===== src/hw/rtl/smpg_pkg.sv =====
// Types and constants shared by the stepper move pulse generator.
`timescale 1ns / 1ps

package smpg_pkg;

  // Input beat codes
  localparam logic [1:0] KIND_TICK = 2'd0;
  localparam logic [1:0] KIND_MOVE = 2'd1;
  localparam logic [1:0] KIND_HOME = 2'd2;

  // Configuration register indexes
  localparam int unsigned CFG_IDX_BITS = 3;
  localparam logic [CFG_IDX_BITS-1:0] REG_MAX_POSITION      = 3'd0;
  localparam logic [CFG_IDX_BITS-1:0] REG_START_HALF_PERIOD = 3'd1;
  localparam logic [CFG_IDX_BITS-1:0] REG_SLOW_HALF_PERIOD  = 3'd2;
  localparam logic [CFG_IDX_BITS-1:0] REG_RAMP_STEP         = 3'd3;
  localparam logic [CFG_IDX_BITS-1:0] REG_RAMP_DISTANCE     = 3'd4;
  localparam logic [CFG_IDX_BITS-1:0] REG_PULSES_PER_UNIT   = 3'd5;
  localparam logic [CFG_IDX_BITS-1:0] REG_DEBOUNCE_TICKS    = 3'd6;
  localparam int unsigned CFG_DATA_BITS = 20;

  // Register reset values
  localparam logic signed [15:0] RST_MAX_POSITION      = 16'sd1000;
  localparam logic        [15:0] RST_START_HALF_PERIOD = 16'd500;
  localparam logic        [15:0] RST_SLOW_HALF_PERIOD  = 16'd600;
  localparam logic        [7:0]  RST_RAMP_STEP         = 8'd2;
  localparam logic        [16:0] RST_RAMP_DISTANCE     = 17'd1500;
  localparam logic        [7:0]  RST_PULSES_PER_UNIT   = 8'd10;
  localparam logic        [19:0] RST_DEBOUNCE_TICKS    = 20'd50000;

  localparam logic [16:0] UNITS_MAX  = 17'h1FFFF;
  localparam logic [15:0] PERIOD_MAX = 16'hFFFF;

  typedef enum logic [1:0] {
    MODE_IDLE = 2'd0,
    MODE_MOVE = 2'd1,
    MODE_HOME = 2'd2,
    MODE_WAIT = 2'd3
  } mode_e;

  typedef struct packed {
    logic [1:0]         kind;
    logic signed [15:0] target;
    logic               home_switch_pressed;
  } in_beat_t;

  typedef struct packed {
    logic               step_level;
    logic               direction;
    logic               busy_res;
    logic               done_res;
    logic               rejected;
    logic signed [15:0] position;
  } out_beat_t;

endpackage


===== src/hw/rtl/stepper_move_pulse_generator_unit.sv =====
// Step/direction pulse generator for one stepper axis, with ramp and homing.
// The result beat for an input beat is registered and presented in the cycle after acceptance.
// Throughput: one input beat per cycle while the result is not stalled; the axis state update is a single
//   combinational pass from the state registers to the result register.
// A stalled result holds the input off; a new beat is taken in the cycle the result leaves.
// Reset (rst_ni low, asynchronous): configuration to defaults, axis idle at position 0.
`timescale 1ns / 1ps

module stepper_move_pulse_generator_unit
  import smpg_pkg::*;
#(
  parameter int unsigned POSITION_BITS = 16
) (
  input  logic                     clk_i,
  input  logic                     rst_ni,
  // input beats: ticks and commands
  input  logic                     in_valid_i,
  output logic                     in_stall_o,
  input  in_beat_t                 in_data_i,
  // result beats
  output logic                     out_valid_o,
  input  logic                     out_stall_i,
  output out_beat_t                out_data_o,
  // configuration writes
  input  logic                     cfg_valid_i,
  output logic                     cfg_ready_o,
  input  logic [CFG_IDX_BITS-1:0]  cfg_index_i,
  input  logic [CFG_DATA_BITS-1:0] cfg_data_i
);

  // Widths for sign extension and the distance calculation
  localparam int unsigned EXT_BITS  = (POSITION_BITS > 16) ? POSITION_BITS : 16;
  localparam int unsigned DIST_BITS = POSITION_BITS + 1;
  localparam int unsigned SAT_BITS  = (DIST_BITS > 17) ? DIST_BITS : 17;

  // ---------------------------------------------------------------------------
  // Configuration registers; always ready, written at any time
  // ---------------------------------------------------------------------------
  logic signed [15:0] max_pos_q;
  logic [15:0]        start_hp_q;
  logic [15:0]        slow_hp_q;
  logic [7:0]         ramp_step_q;
  logic [16:0]        ramp_dist_q;
  logic [7:0]         ppu_q;
  logic [19:0]        debounce_q;

  assign cfg_ready_o = 1'b1;

  always_ff @(posedge clk_i or negedge rst_ni) begin
    if (!rst_ni) begin
      max_pos_q   <= RST_MAX_POSITION;
      start_hp_q  <= RST_START_HALF_PERIOD;
      slow_hp_q   <= RST_SLOW_HALF_PERIOD;
      ramp_step_q <= RST_RAMP_STEP;
      ramp_dist_q <= RST_RAMP_DISTANCE;
      ppu_q       <= RST_PULSES_PER_UNIT;
      debounce_q  <= RST_DEBOUNCE_TICKS;
    end else if (cfg_valid_i && cfg_ready_o) begin
      case (cfg_index_i)
        REG_MAX_POSITION:      max_pos_q   <= $signed(cfg_data_i[15:0]);
        REG_START_HALF_PERIOD: start_hp_q  <= cfg_data_i[15:0];
        REG_SLOW_HALF_PERIOD:  slow_hp_q   <= cfg_data_i[15:0];
        REG_RAMP_STEP:         ramp_step_q <= cfg_data_i[7:0];
        REG_RAMP_DISTANCE:     ramp_dist_q <= cfg_data_i[16:0];
        REG_PULSES_PER_UNIT:   ppu_q       <= cfg_data_i[7:0];
        REG_DEBOUNCE_TICKS:    debounce_q  <= cfg_data_i;
        default: ;
      endcase
    end
  end

  // ---------------------------------------------------------------------------
  // Axis state
  // ---------------------------------------------------------------------------
  mode_e                           mode_q, mode_d;
  logic signed [POSITION_BITS-1:0] pos_q, pos_d;
  logic signed [POSITION_BITS-1:0] tgt_q, tgt_d;
  logic [16:0]                     rem_q, rem_d;
  logic [7:0]                      piu_q, piu_d;
  logic [15:0]                     hp_q, hp_d;
  logic [19:0]                     phase_q, phase_d;
  logic                            high_q, high_d;
  logic                            dir_q, dir_d;

  logic      out_valid_q;
  out_beat_t out_q, res_d;
  logic      done_d, rej_d;

  // Accept whenever the result slot is free or draining this cycle
  logic in_fire;
  assign in_stall_o = out_valid_q && out_stall_i;
  assign in_fire    = in_valid_i && !in_stall_o;

  // ---------------------------------------------------------------------------
  // Shared decode
  // ---------------------------------------------------------------------------
  logic is_tick, is_move, is_home, is_cmd, busy, pressed;
  assign is_tick = (in_data_i.kind == KIND_TICK);
  assign is_move = (in_data_i.kind == KIND_MOVE);
  assign is_home = (in_data_i.kind == KIND_HOME);
  assign is_cmd  = is_move || is_home;
  assign busy    = (mode_q != MODE_IDLE);
  assign pressed = in_data_i.home_switch_pressed;

  // Move set-up: clamp above, wrap to position width, distance with saturation
  logic signed [15:0]              tgt_clamp;
  logic signed [EXT_BITS-1:0]      tgt_ext;
  logic signed [POSITION_BITS-1:0] tgt_w;
  logic signed [DIST_BITS-1:0]     tgt_x, pos_x, dist_s;
  logic [SAT_BITS-1:0]             dist_w;
  logic [16:0]                     units;
  logic                            move_dir, move_null;

  assign tgt_clamp = ($signed(in_data_i.target) > max_pos_q) ? max_pos_q
                                                            : $signed(in_data_i.target);
  assign tgt_ext   = EXT_BITS'(tgt_clamp);
  assign tgt_w     = $signed(tgt_ext[POSITION_BITS-1:0]);
  assign move_dir  = (tgt_w >= pos_q);
  assign tgt_x     = DIST_BITS'(tgt_w);
  assign pos_x     = DIST_BITS'(pos_q);
  assign dist_s    = move_dir ? (tgt_x - pos_x) : (pos_x - tgt_x);
  assign dist_w    = SAT_BITS'($unsigned(dist_s));
  assign units     = (dist_w > SAT_BITS'(UNITS_MAX)) ? UNITS_MAX : dist_w[16:0];
  assign move_null = (units == '0) || (ppu_q == '0);

  // Tick timing
  logic [19:0] phase_inc;
  logic        phase_end, wait_end;
  assign phase_inc = phase_q + 20'd1;
  assign phase_end = (phase_inc >= {4'd0, hp_q});
  assign wait_end  = (phase_inc >= debounce_q);

  // End of a pulse while moving: ramp, unit count
  logic [16:0] hp_sum;
  logic [15:0] hp_ramp;
  logic        ramp_on;
  logic [7:0]  piu_inc;
  logic        unit_end;
  logic [16:0] rem_next;
  logic        move_fin;
  assign ramp_on  = (rem_q < ramp_dist_q) && (hp_q < slow_hp_q);
  assign hp_sum   = {1'b0, hp_q} + {9'd0, ramp_step_q};
  assign hp_ramp  = hp_sum[16] ? PERIOD_MAX : hp_sum[15:0];
  assign piu_inc  = piu_q + 8'd1;
  assign unit_end = (piu_inc >= ppu_q);
  assign rem_next = unit_end ? (rem_q - 17'd1) : rem_q;
  assign move_fin = (rem_next == '0);

  // Pulse low phase has just ended (only used in the move and home modes, not during the debounce wait)
  logic low_end;
  assign low_end = is_tick && phase_end && !high_q;

  // ---------------------------------------------------------------------------
  // Next mode
  // ---------------------------------------------------------------------------
  always_comb begin
    mode_d = mode_q;
    if (in_fire) begin
      case (mode_q)
        MODE_IDLE: begin
          if (is_move && !move_null) begin
            mode_d = MODE_MOVE;
          end else if (is_home) begin
            mode_d = MODE_HOME;
          end
        end
        MODE_MOVE: begin
          if (low_end && move_fin) begin
            mode_d = MODE_IDLE;
          end
        end
        MODE_HOME: begin
          if (low_end && pressed) begin
            mode_d = (debounce_q == '0) ? MODE_IDLE : MODE_WAIT;
          end
        end
        MODE_WAIT: begin
          if (is_tick && wait_end) begin
            mode_d = pressed ? MODE_IDLE : MODE_HOME;
          end
        end
        default: mode_d = MODE_IDLE;
      endcase
    end
  end

  // ---------------------------------------------------------------------------
  // Datapath and result
  // ---------------------------------------------------------------------------
  always_comb begin
    pos_d   = pos_q;
    tgt_d   = tgt_q;
    rem_d   = rem_q;
    piu_d   = piu_q;
    hp_d    = hp_q;
    phase_d = phase_q;
    high_d  = high_q;
    dir_d   = dir_q;
    done_d  = 1'b0;
    rej_d   = 1'b0;

    if (is_cmd) begin
      if (busy) begin
        rej_d = 1'b1;
      end else begin
        hp_d = start_hp_q;
        if (is_move) begin
          tgt_d = tgt_w;
          dir_d = move_dir;
          piu_d = '0;
          if (move_null) begin
            // zero-length move, or zero pulses per unit, finishes on the command beat
            pos_d  = tgt_w;
            rem_d  = '0;
            high_d = 1'b0;
            done_d = 1'b1;
          end else begin
            rem_d   = units;
            high_d  = 1'b1;
            phase_d = '0;
          end
        end else begin
          dir_d   = 1'b0;
          high_d  = 1'b1;
          phase_d = '0;
        end
      end
    end else if (is_tick && busy) begin
      phase_d = phase_inc;
      if (mode_q == MODE_WAIT) begin
        if (wait_end) begin
          if (pressed) begin
            pos_d   = '0;
            phase_d = '0;
            done_d  = 1'b1;
          end else begin
            high_d  = 1'b1;
            phase_d = '0;
          end
        end
      end else if (phase_end) begin
        phase_d = '0;
        if (high_q) begin
          high_d = 1'b0;
        end else if (mode_q == MODE_HOME) begin
          if (pressed) begin
            if (debounce_q == '0) begin
              pos_d  = '0;
              done_d = 1'b1;
            end
          end else begin
            high_d = 1'b1;
          end
        end else begin
          if (ramp_on) begin
            hp_d = hp_ramp;
          end
          piu_d = unit_end ? 8'd0 : piu_inc;
          rem_d = rem_next;
          if (move_fin) begin
            pos_d  = tgt_q;
            done_d = 1'b1;
          end else begin
            high_d = 1'b1;
          end
        end
      end
    end
  end

  logic signed [EXT_BITS-1:0] pos_ext;
  assign pos_ext = EXT_BITS'(pos_d);

  always_comb begin
    res_d.step_level = high_d;
    res_d.direction  = dir_d;
    res_d.busy_res   = (mode_d != MODE_IDLE);
    res_d.done_res   = done_d;
    res_d.rejected   = rej_d;
    res_d.position   = $signed(pos_ext[15:0]);
  end

  always_ff @(posedge clk_i or negedge rst_ni) begin
    if (!rst_ni) begin
      mode_q  <= MODE_IDLE;
      pos_q   <= '0;
      tgt_q   <= '0;
      rem_q   <= '0;
      piu_q   <= '0;
      hp_q    <= RST_START_HALF_PERIOD;
      phase_q <= '0;
      high_q  <= 1'b0;
      dir_q   <= 1'b0;
    end else if (in_fire) begin
      mode_q  <= mode_d;
      pos_q   <= pos_d;
      tgt_q   <= tgt_d;
      rem_q   <= rem_d;
      piu_q   <= piu_d;
      hp_q    <= hp_d;
      phase_q <= phase_d;
      high_q  <= high_d;
      dir_q   <= dir_d;
    end
  end

  // Result register: loaded on every accepted beat, cleared once taken
  always_ff @(posedge clk_i or negedge rst_ni) begin
    if (!rst_ni) begin
      out_valid_q <= 1'b0;
    end else if (in_fire) begin
      out_valid_q <= 1'b1;
    end else if (!out_stall_i) begin
      out_valid_q <= 1'b0;
    end
  end

  always_ff @(posedge clk_i) begin
    if (in_fire) begin
      out_q <= res_d;
    end
  end

  assign out_valid_o = out_valid_q;
  assign out_data_o  = out_q;

  // ---------------------------------------------------------------------------
  // Assertions
  // ---------------------------------------------------------------------------
  a_fire_loads_result: assert property (@(posedge clk_i) disable iff (!rst_ni)
    in_fire |=> out_valid_q)
    else $error("accepted beat produced no result");

  a_reject_keeps_pos: assert property (@(posedge clk_i) disable iff (!rst_ni)
    (in_fire && rej_d) |=> ($stable(pos_q) && $stable(mode_q) && $stable(rem_q)))
    else $error("rejected command changed axis state");

  a_step_only_busy: assert property (@(posedge clk_i) disable iff (!rst_ni)
    (out_valid_q && out_q.step_level) |-> out_q.busy_res)
    else $error("step pin high while idle");

  a_done_idle: assert property (@(posedge clk_i) disable iff (!rst_ni)
    (out_valid_q && out_q.done_res) |-> (!out_q.busy_res && !out_q.step_level))
    else $error("done reported while still busy");

endmodule

===== config.mk =====
export PLATFORM = sky130hd
export DESIGN_NAME = stepper_move_pulse_generator_unit
export DESIGN_NICKNAME = d
export VERILOG_FILES = /design/src/hw/rtl/smpg_pkg.sv /design/src/hw/rtl/stepper_move_pulse_generator_unit.sv
export SDC_FILE = /design/constraint.sdc
export NUM_CORES = 1
export LEC_CHECK = 0
export BUFFER_PORTS_ARGS = -buffer_cell sky130_fd_sc_hd__buf_2
export CAP_MARGIN = 20
export CORE_MARGIN = 2
export CORE_UTILIZATION = 40
export CTS_CLUSTER_DIAMETER = 200
export DETAILED_ROUTE_END_ITERATION = 12
export HOLD_SLACK_MARGIN = 0.1
export SYNTH_ARGS = -nofsm -noshare
export SYNTH_HDL_FRONTEND = slang
export SYNTH_SLANG_ARGS = --single-unit

===== constraint.sdc =====
create_clock -name clk_i -period 11.8 [get_ports clk_i]
set_clock_uncertainty 0.05 [all_clocks]
set_input_delay 1.18 -clock clk_i [delete_from_list [all_inputs] [get_ports clk_i]]
set_output_delay 1.18 -clock clk_i [all_outputs]
set_load 0.03 [all_outputs]

## Word-level counts from Yosys, hierarchy flattened

Cells that the tools add are included.

- Logic and storage cells: 189
- Bits in registers: 220

- Reduce and logical (&&, ||, !) cells: 38
- Add/sub/neg operators: 6
- Bitwise logic cells: 1
- Mux-type cells: 95
- Magnitude comparators: 8
- Equality and inequality tests: 18

Operators by type and width:

| cell | number |
|---|---|
| $mux W16 | 24 |
| $mux W17 | 12 |
| $mux W20 | 8 |
| $mux W8 | 9 |
| $logic_not A17 Y1 | 2 |
| $sub A16 B16 Y17 | 2 |
| $mux W1 | 33 |
| $add A20 B1 Y20 const B | 1 |
| $ge A20 B16 Y1 | 1 |
| $ge A20 B20 Y1 | 1 |
| $logic_not A20 Y1 | 1 |
| $add A16 B8 Y17 | 1 |
| $gt A17 B17 Y1 const B | 1 |
| $lt A17 B17 Y1 | 1 |
| $sub A17 B1 Y17 const B | 1 |
| $ge A16 B16 Y1 | 1 |
| $gt A16 B16 Y1 | 1 |
| $lt A16 B16 Y1 | 1 |
| $mux W2 | 8 |
| $reduce_and A8 Y1 | 2 |
| $reduce_and A2 Y1 | 7 |
| $logic_and A1 B1 Y1 | 10 |
| $reduce_bool A2 Y1 | 5 |
| $eq A3 B3 Y1 const B | 3 |
| other kinds (17) | 30 |

## Logic depth before layout (Yosys ltp)

- Depth in word-level cells: 14
- Depth in mapped cells: 29
- Depth with buffers taken out: 25

## Worst setup path after synthesis

Ideal clock, no wire load.

- Kind: input-to-reg
- Start point: in in_data_i[2] (netlist bit)
- End point: reg out_q, in the netlist out_data_o[10], data pin
- Arrival time: 6.973 ns
- Path slack: 4.524 ns
- Stages on the path: 27
- Library setup time: 0.254 ns
- Required time: 11.496 ns
- Buffers on the path: 4
- Cell sequence: ha_1 nor2b_1 o21a_1 o21ai_0 nand2b_1 a211oi_1 o21ai_0 a21oi_1 a311o_1 clkbuf_1 clkbuf_1 mux2i_1 inv_1 ha_1 nor2b_1 o2111ai_1 a211oi_1 o31ai_2 buf_4 mux2_2 a22oi_1 nand4_1 nor4_4 or2_2 a21oi_1 buf_2 a21o_1

- Word-level cells in the longest chain between the ends: 12

Ends and longest elaborated chain:

| item | line | text |
|---|---|---|
| start, declared | stepper_move_pulse_generator_unit.sv:19 | `input in_beat_t in_data_i,` |
| $gt A16 B16 Y1 | stepper_move_pulse_generator_unit.sv:114 | `assign tgt_clamp = ($signed(in_data_i.target) > max_pos_q) ? max_pos_q` |
| $mux W16 (*) | stepper_move_pulse_generator_unit.sv:114 |  |
| via tgt_clamp[1] | stepper_move_pulse_generator_unit.sv:106 | `logic signed [15:0] tgt_clamp;` |
| $sub A16 B16 Y17 / $ge A16 B16 Y1 (equally long branches) | stepper_move_pulse_generator_unit.sv:121, stepper_move_pulse_generator_unit.sv:118 |  |
| $mux W17 (*) | stepper_move_pulse_generator_unit.sv:121 | `assign dist_s = move_dir ? (tgt_x - pos_x) : (pos_x - tgt_x);` |
| $gt A17 B17 Y1 | stepper_move_pulse_generator_unit.sv:123 | `assign units = (dist_w > SAT_BITS'(UNITS_MAX)) ? UNITS_MAX : dist_w[16:0];` |
| $mux W17 (*) | stepper_move_pulse_generator_unit.sv:123 |  |
| $logic_not A17 Y1 (*) | stepper_move_pulse_generator_unit.sv:124 | `assign move_null = (units == '0) \|\| (ppu_q == '0);` |
| $logic_or A1 B1 Y1 (*) | stepper_move_pulse_generator_unit.sv:124 |  |
| $mux W16 (*) | stepper_move_pulse_generator_unit.sv:211 | `if (move_null) begin` |
| $mux W16 (*) | stepper_move_pulse_generator_unit.sv:207 | `if (is_move) begin` |
| $mux W16 (*) | stepper_move_pulse_generator_unit.sv:203 | `if (busy) begin` |
| $mux W16 (*) | stepper_move_pulse_generator_unit.sv:202 | `if (is_cmd) begin` |
| via pos_d[10] | stepper_move_pulse_generator_unit.sv:76 | `logic signed [POSITION_BITS-1:0] pos_q, pos_d;` |
| end signal, assigned | stepper_move_pulse_generator_unit.sv:320 | `out_q <= res_d;` |
| end, declared | stepper_move_pulse_generator_unit.sv:86 | `out_beat_t out_q, res_d;` |

The timed path passes the listed nets; every way through them passes the cells marked *.
A chain may end at the register's enable or synchronous reset.

## Worst setup path in the final report

- Start point: in in_data_i[2] (netlist bit)
- End point: reg phase_q[2]

- Word-level cells in the longest chain between the ends: 10

Ends and longest elaborated chain:

| item | line | text |
|---|---|---|
| $gt A16 B16 Y1 | stepper_move_pulse_generator_unit.sv:114 |  |
| $mux W16 (*) | stepper_move_pulse_generator_unit.sv:114 |  |
| via tgt_clamp[1] | stepper_move_pulse_generator_unit.sv:106 |  |
| $sub A16 B16 Y17 / $ge A16 B16 Y1 (equally long branches) | stepper_move_pulse_generator_unit.sv:121, stepper_move_pulse_generator_unit.sv:118 |  |
| $mux W17 (*) | stepper_move_pulse_generator_unit.sv:121 |  |
| $gt A17 B17 Y1 | stepper_move_pulse_generator_unit.sv:123 |  |
| $mux W17 (*) | stepper_move_pulse_generator_unit.sv:123 |  |
| $logic_not A17 Y1 (*) | stepper_move_pulse_generator_unit.sv:124 |  |
| $logic_or A1 B1 Y1 (*) | stepper_move_pulse_generator_unit.sv:124 |  |
| $ne A3 B3 Y1 (no line) (*) | n/a |  |
| $reduce_and A4 Y1 (no line) (*) | n/a |  |
| end signal, assigned | stepper_move_pulse_generator_unit.sv:301 | `phase_q <= phase_d;` |
| end, declared | stepper_move_pulse_generator_unit.sv:81 | `logic [19:0] phase_q, phase_d;` |

Marked as above.

==> impl_results.md <==
- Library cells used by synthesis: 80
- Final core occ: 0.452
- Routed WL: 44300 um
- Critical path peak fanout: 20
- Worst EP required: 12.17 ns
- Die ar.: 39600 um2
- Largest stage delay on the critical path: 0.92 ns
- H-tree depth: 1
- Nets: 1907
- Largest net degree at the start of global routing: 89
- GP Congestion: 0.961
- Fin crit share: 0.708
- DIE HEIGHT: 199 um
- Fin. Hold Viols: 0
- DR vias: 12600
- Syn Area/Cell: 9.10 um2
- Highest metal used: met4
- Clock buffer count from CTS: 27
- IO buf count: 69
- Area grow syn2layout: 11.8%
- Post-CTS setup buffers: 0
- Total GRT Usage: 0.227
- GR Overflow Total: 0
- Area share of the largest cell type after synthesis: 0.265
- Post-synthesis sequential area ratio: 0.372
- Initial antenna violation count: 0
- Cell type with the largest total area after synthesis: dfrtp_1
- Global-route wire length before repair: 70200 um
- Post-CTS sizing: 0
- Max Cap Violations: 0
- Clk slew on worst S/H paths: 0.06 ns
- Fraction of final layout cells sized beyond drive strength 1: 0.148
- Drt via density: 5.61
- Pleak: 8.11 nW
- Root Buffer: clkbuf_16
- Worst-Margin Slew: 1.06 ns
- First-pass iteration count of the detailed router: 5
- Core area: 37600 um2
- Seq cells post-synth: 220
- Peak VDD IR: 0.118 mV
- Design Power: 2.87 mW
- PwrDens: 169 nW/um2
- CTS tree: yes
- Num rows: 71
- Total number of yosys warnings: 0
- Routed length on met1: 21200 um
- Cts hold-fix bufs: 0
- Crit-path slowest cell: o31ai_2
- Critical path type: in -> reg
- Clock sinks: 220
- Crit path max-delay family: compound AO/OA/AOI/OAI gates
- Vias in the first global route: 12200
- WP buf/inv: 3
- Final hold slack: 0.426 ns
- Placed Instances: 2201
- Ant diodes: 0
- Mapped Cells: 1670
- Clk buf depth: 3
- Post-synth EDFFs: 21
- Antenna Violating Nets Remaining: 0
- Worst Path Arrival: 8.73 ns
- Leading cell types by count after synthesis: inv_1 (167), nand2_1 (167), dfrtp_1 (161)
- Final Max Slew Viols: 0
- 1st-iter DRT viols: 1030
- Hold Path Class: reg -> reg
- Clk Latency, worst-skew pair: 0.57 ns
- Setup violators final: 0
- Met2 WL post-DR: 19600 um
- Syn_nets: 1857
- Post-Syn Area: 15200 um2
- Top Ports: 71
- RSZ-0062 raised after global routing: false
- Final worst path period need: 8.35 ns
- Die width: 199 um
- DP HPWL: 32900 um
- Highest clock rate: 120 MHz
- Drt wl/cell: 19.7 um
- Worst setup EP type: flop
- Status: finished, final reports clean
- Top_reg_cell synth: dfrtp_1
- Synth top area cells: dfrtp_1 (27%), ha_1 (11%), dfstp_2 (6.6%)
- Relative slew slack: 0.286
- Met3 WL: 2390 um
- Asr flop ratio synth: 0.905
- Setup tns final: 0 ns
- Non-Filler Instances: 2252
- Initial core utilization: 0.404
- Worst Setup Start Kind: input pin
- Remaining DRCs: 0
placed cells by master, fill, tap and decap left out, drive strengths merged, types with 17 or more instances in the layout:
| cell type | count |
|---|---|
| inv | 169 |
| nand2 | 167 |
| o21ai | 167 |
| dfrtp | 161 |
| ha | 137 |
| buf | 89 |
| mux2 | 83 |
| a21oi | 79 |
| nor2 | 76 |
| a21o | 58 |
| clkbuf | 42 |
| nand3 | 41 |
| dfstp | 38 |
| and3 | 32 |
| xnor2 | 27 |
| nand2b | 25 |
| mux2i | 24 |
| edfxtp | 21 |
| nor3 | 21 |
| nand4 | 19 |
| xor2 | 19 |
| nor2b | 17 |
| a22o | 17 |
power by group:
group          switching [mW]  leakage (nW)  internal (mW)
clock network           0.341         0.437          0.499
registers              0.0812          2.67          0.892
logic                   0.655          5.01          0.405
total                    1.08          8.11           1.80
tightest hold or removal path, stage by stage (launching register included):
cell and delay (ns):
dfrtp_1 0.34, nand2_1 0.04, o21ai_0 0.06
area by class of cell:
| cell class | instances | area (um2) |
|---|---|---|
| Sequential cell | 220 | 5660 |
| Tap cell | 511 | 639 |
| Clock buffer | 41 | 778 |
| Clock inverter | 9 | 111 |
| Inverter | 167 | 627 |
| Timing Repair Buffer | 90 | 532 |
| Multi-Input combinational cell | 1214 | 8630 |
| Fill cell | 3613 | 20600 |
flip-flops by register name, summed over array words and instances (netlist names), 16 cells and up:
| register | count |
|---|---|
| debounce_q | 20 |
| rem_q | 17 |
| max_pos_q | 16 |
| hp_q | 16 |
| phase_q | 20 |
| tgt_q | 16 |
| ramp_dist_q | 17 |
| out_data_o | 21 |
| pos_q | 16 |
| slow_hp_q | 16 |
| start_hp_q | 16 |
stage by stage:
stage,cell area [um2],setup slack [ns]
final,17000,3.45
after global routing,17000,3.04
after CTS,17000,3.58
after detailed placement,16100,3.03
after global placement,16100,2.95
after floorplan,15200,4.52
cells by family after synthesis:
family,count (synthesis),synth area share
adders and majority gates,140,0.117
and+or+nand+nor,463,0.150
xor gates and xnor gates,46,0.0265
muxes,107,0.0773
DFF,220,0.372
AOI/OAI and AO/OA,457,0.195
buffers and inverters,236,0.0613
other,1,0.000247
routing by layer:
metal	vias up	track usage
met5	-	0
met4	0	0.0558
met3	67	0.0359
met2	360	0.354
met1	6143	0.327
li1	6066	-
worst paths after layout:
check                      slack, ns                     start  cells after the start                     end
max in group asynchronous       9.66                    rst_ni                      2  phase_q[0]$_DFFE_PN0P_
setup / recovery                3.45              in_data_i[2]                     25  phase_q[2]$_DFFE_PN0P_
min in group asynchronous       0.63                    rst_ni                      1    piu_q[7]$_DFFE_PN0P_
hold reg to reg                 0.43      tgt_q[5]$_DFFE_PN0P_                      2    tgt_q[5]$_DFFE_PN0P_
hold / removal                  0.43      tgt_q[5]$_DFFE_PN0P_                      2    tgt_q[5]$_DFFE_PN0P_
setup reg to reg                3.69  max_pos_q[1]$_DFFE_PN0P_                     25  phase_q[2]$_DFFE_PN0P_
Note: power is estimated with default switching activity, not from simulation.
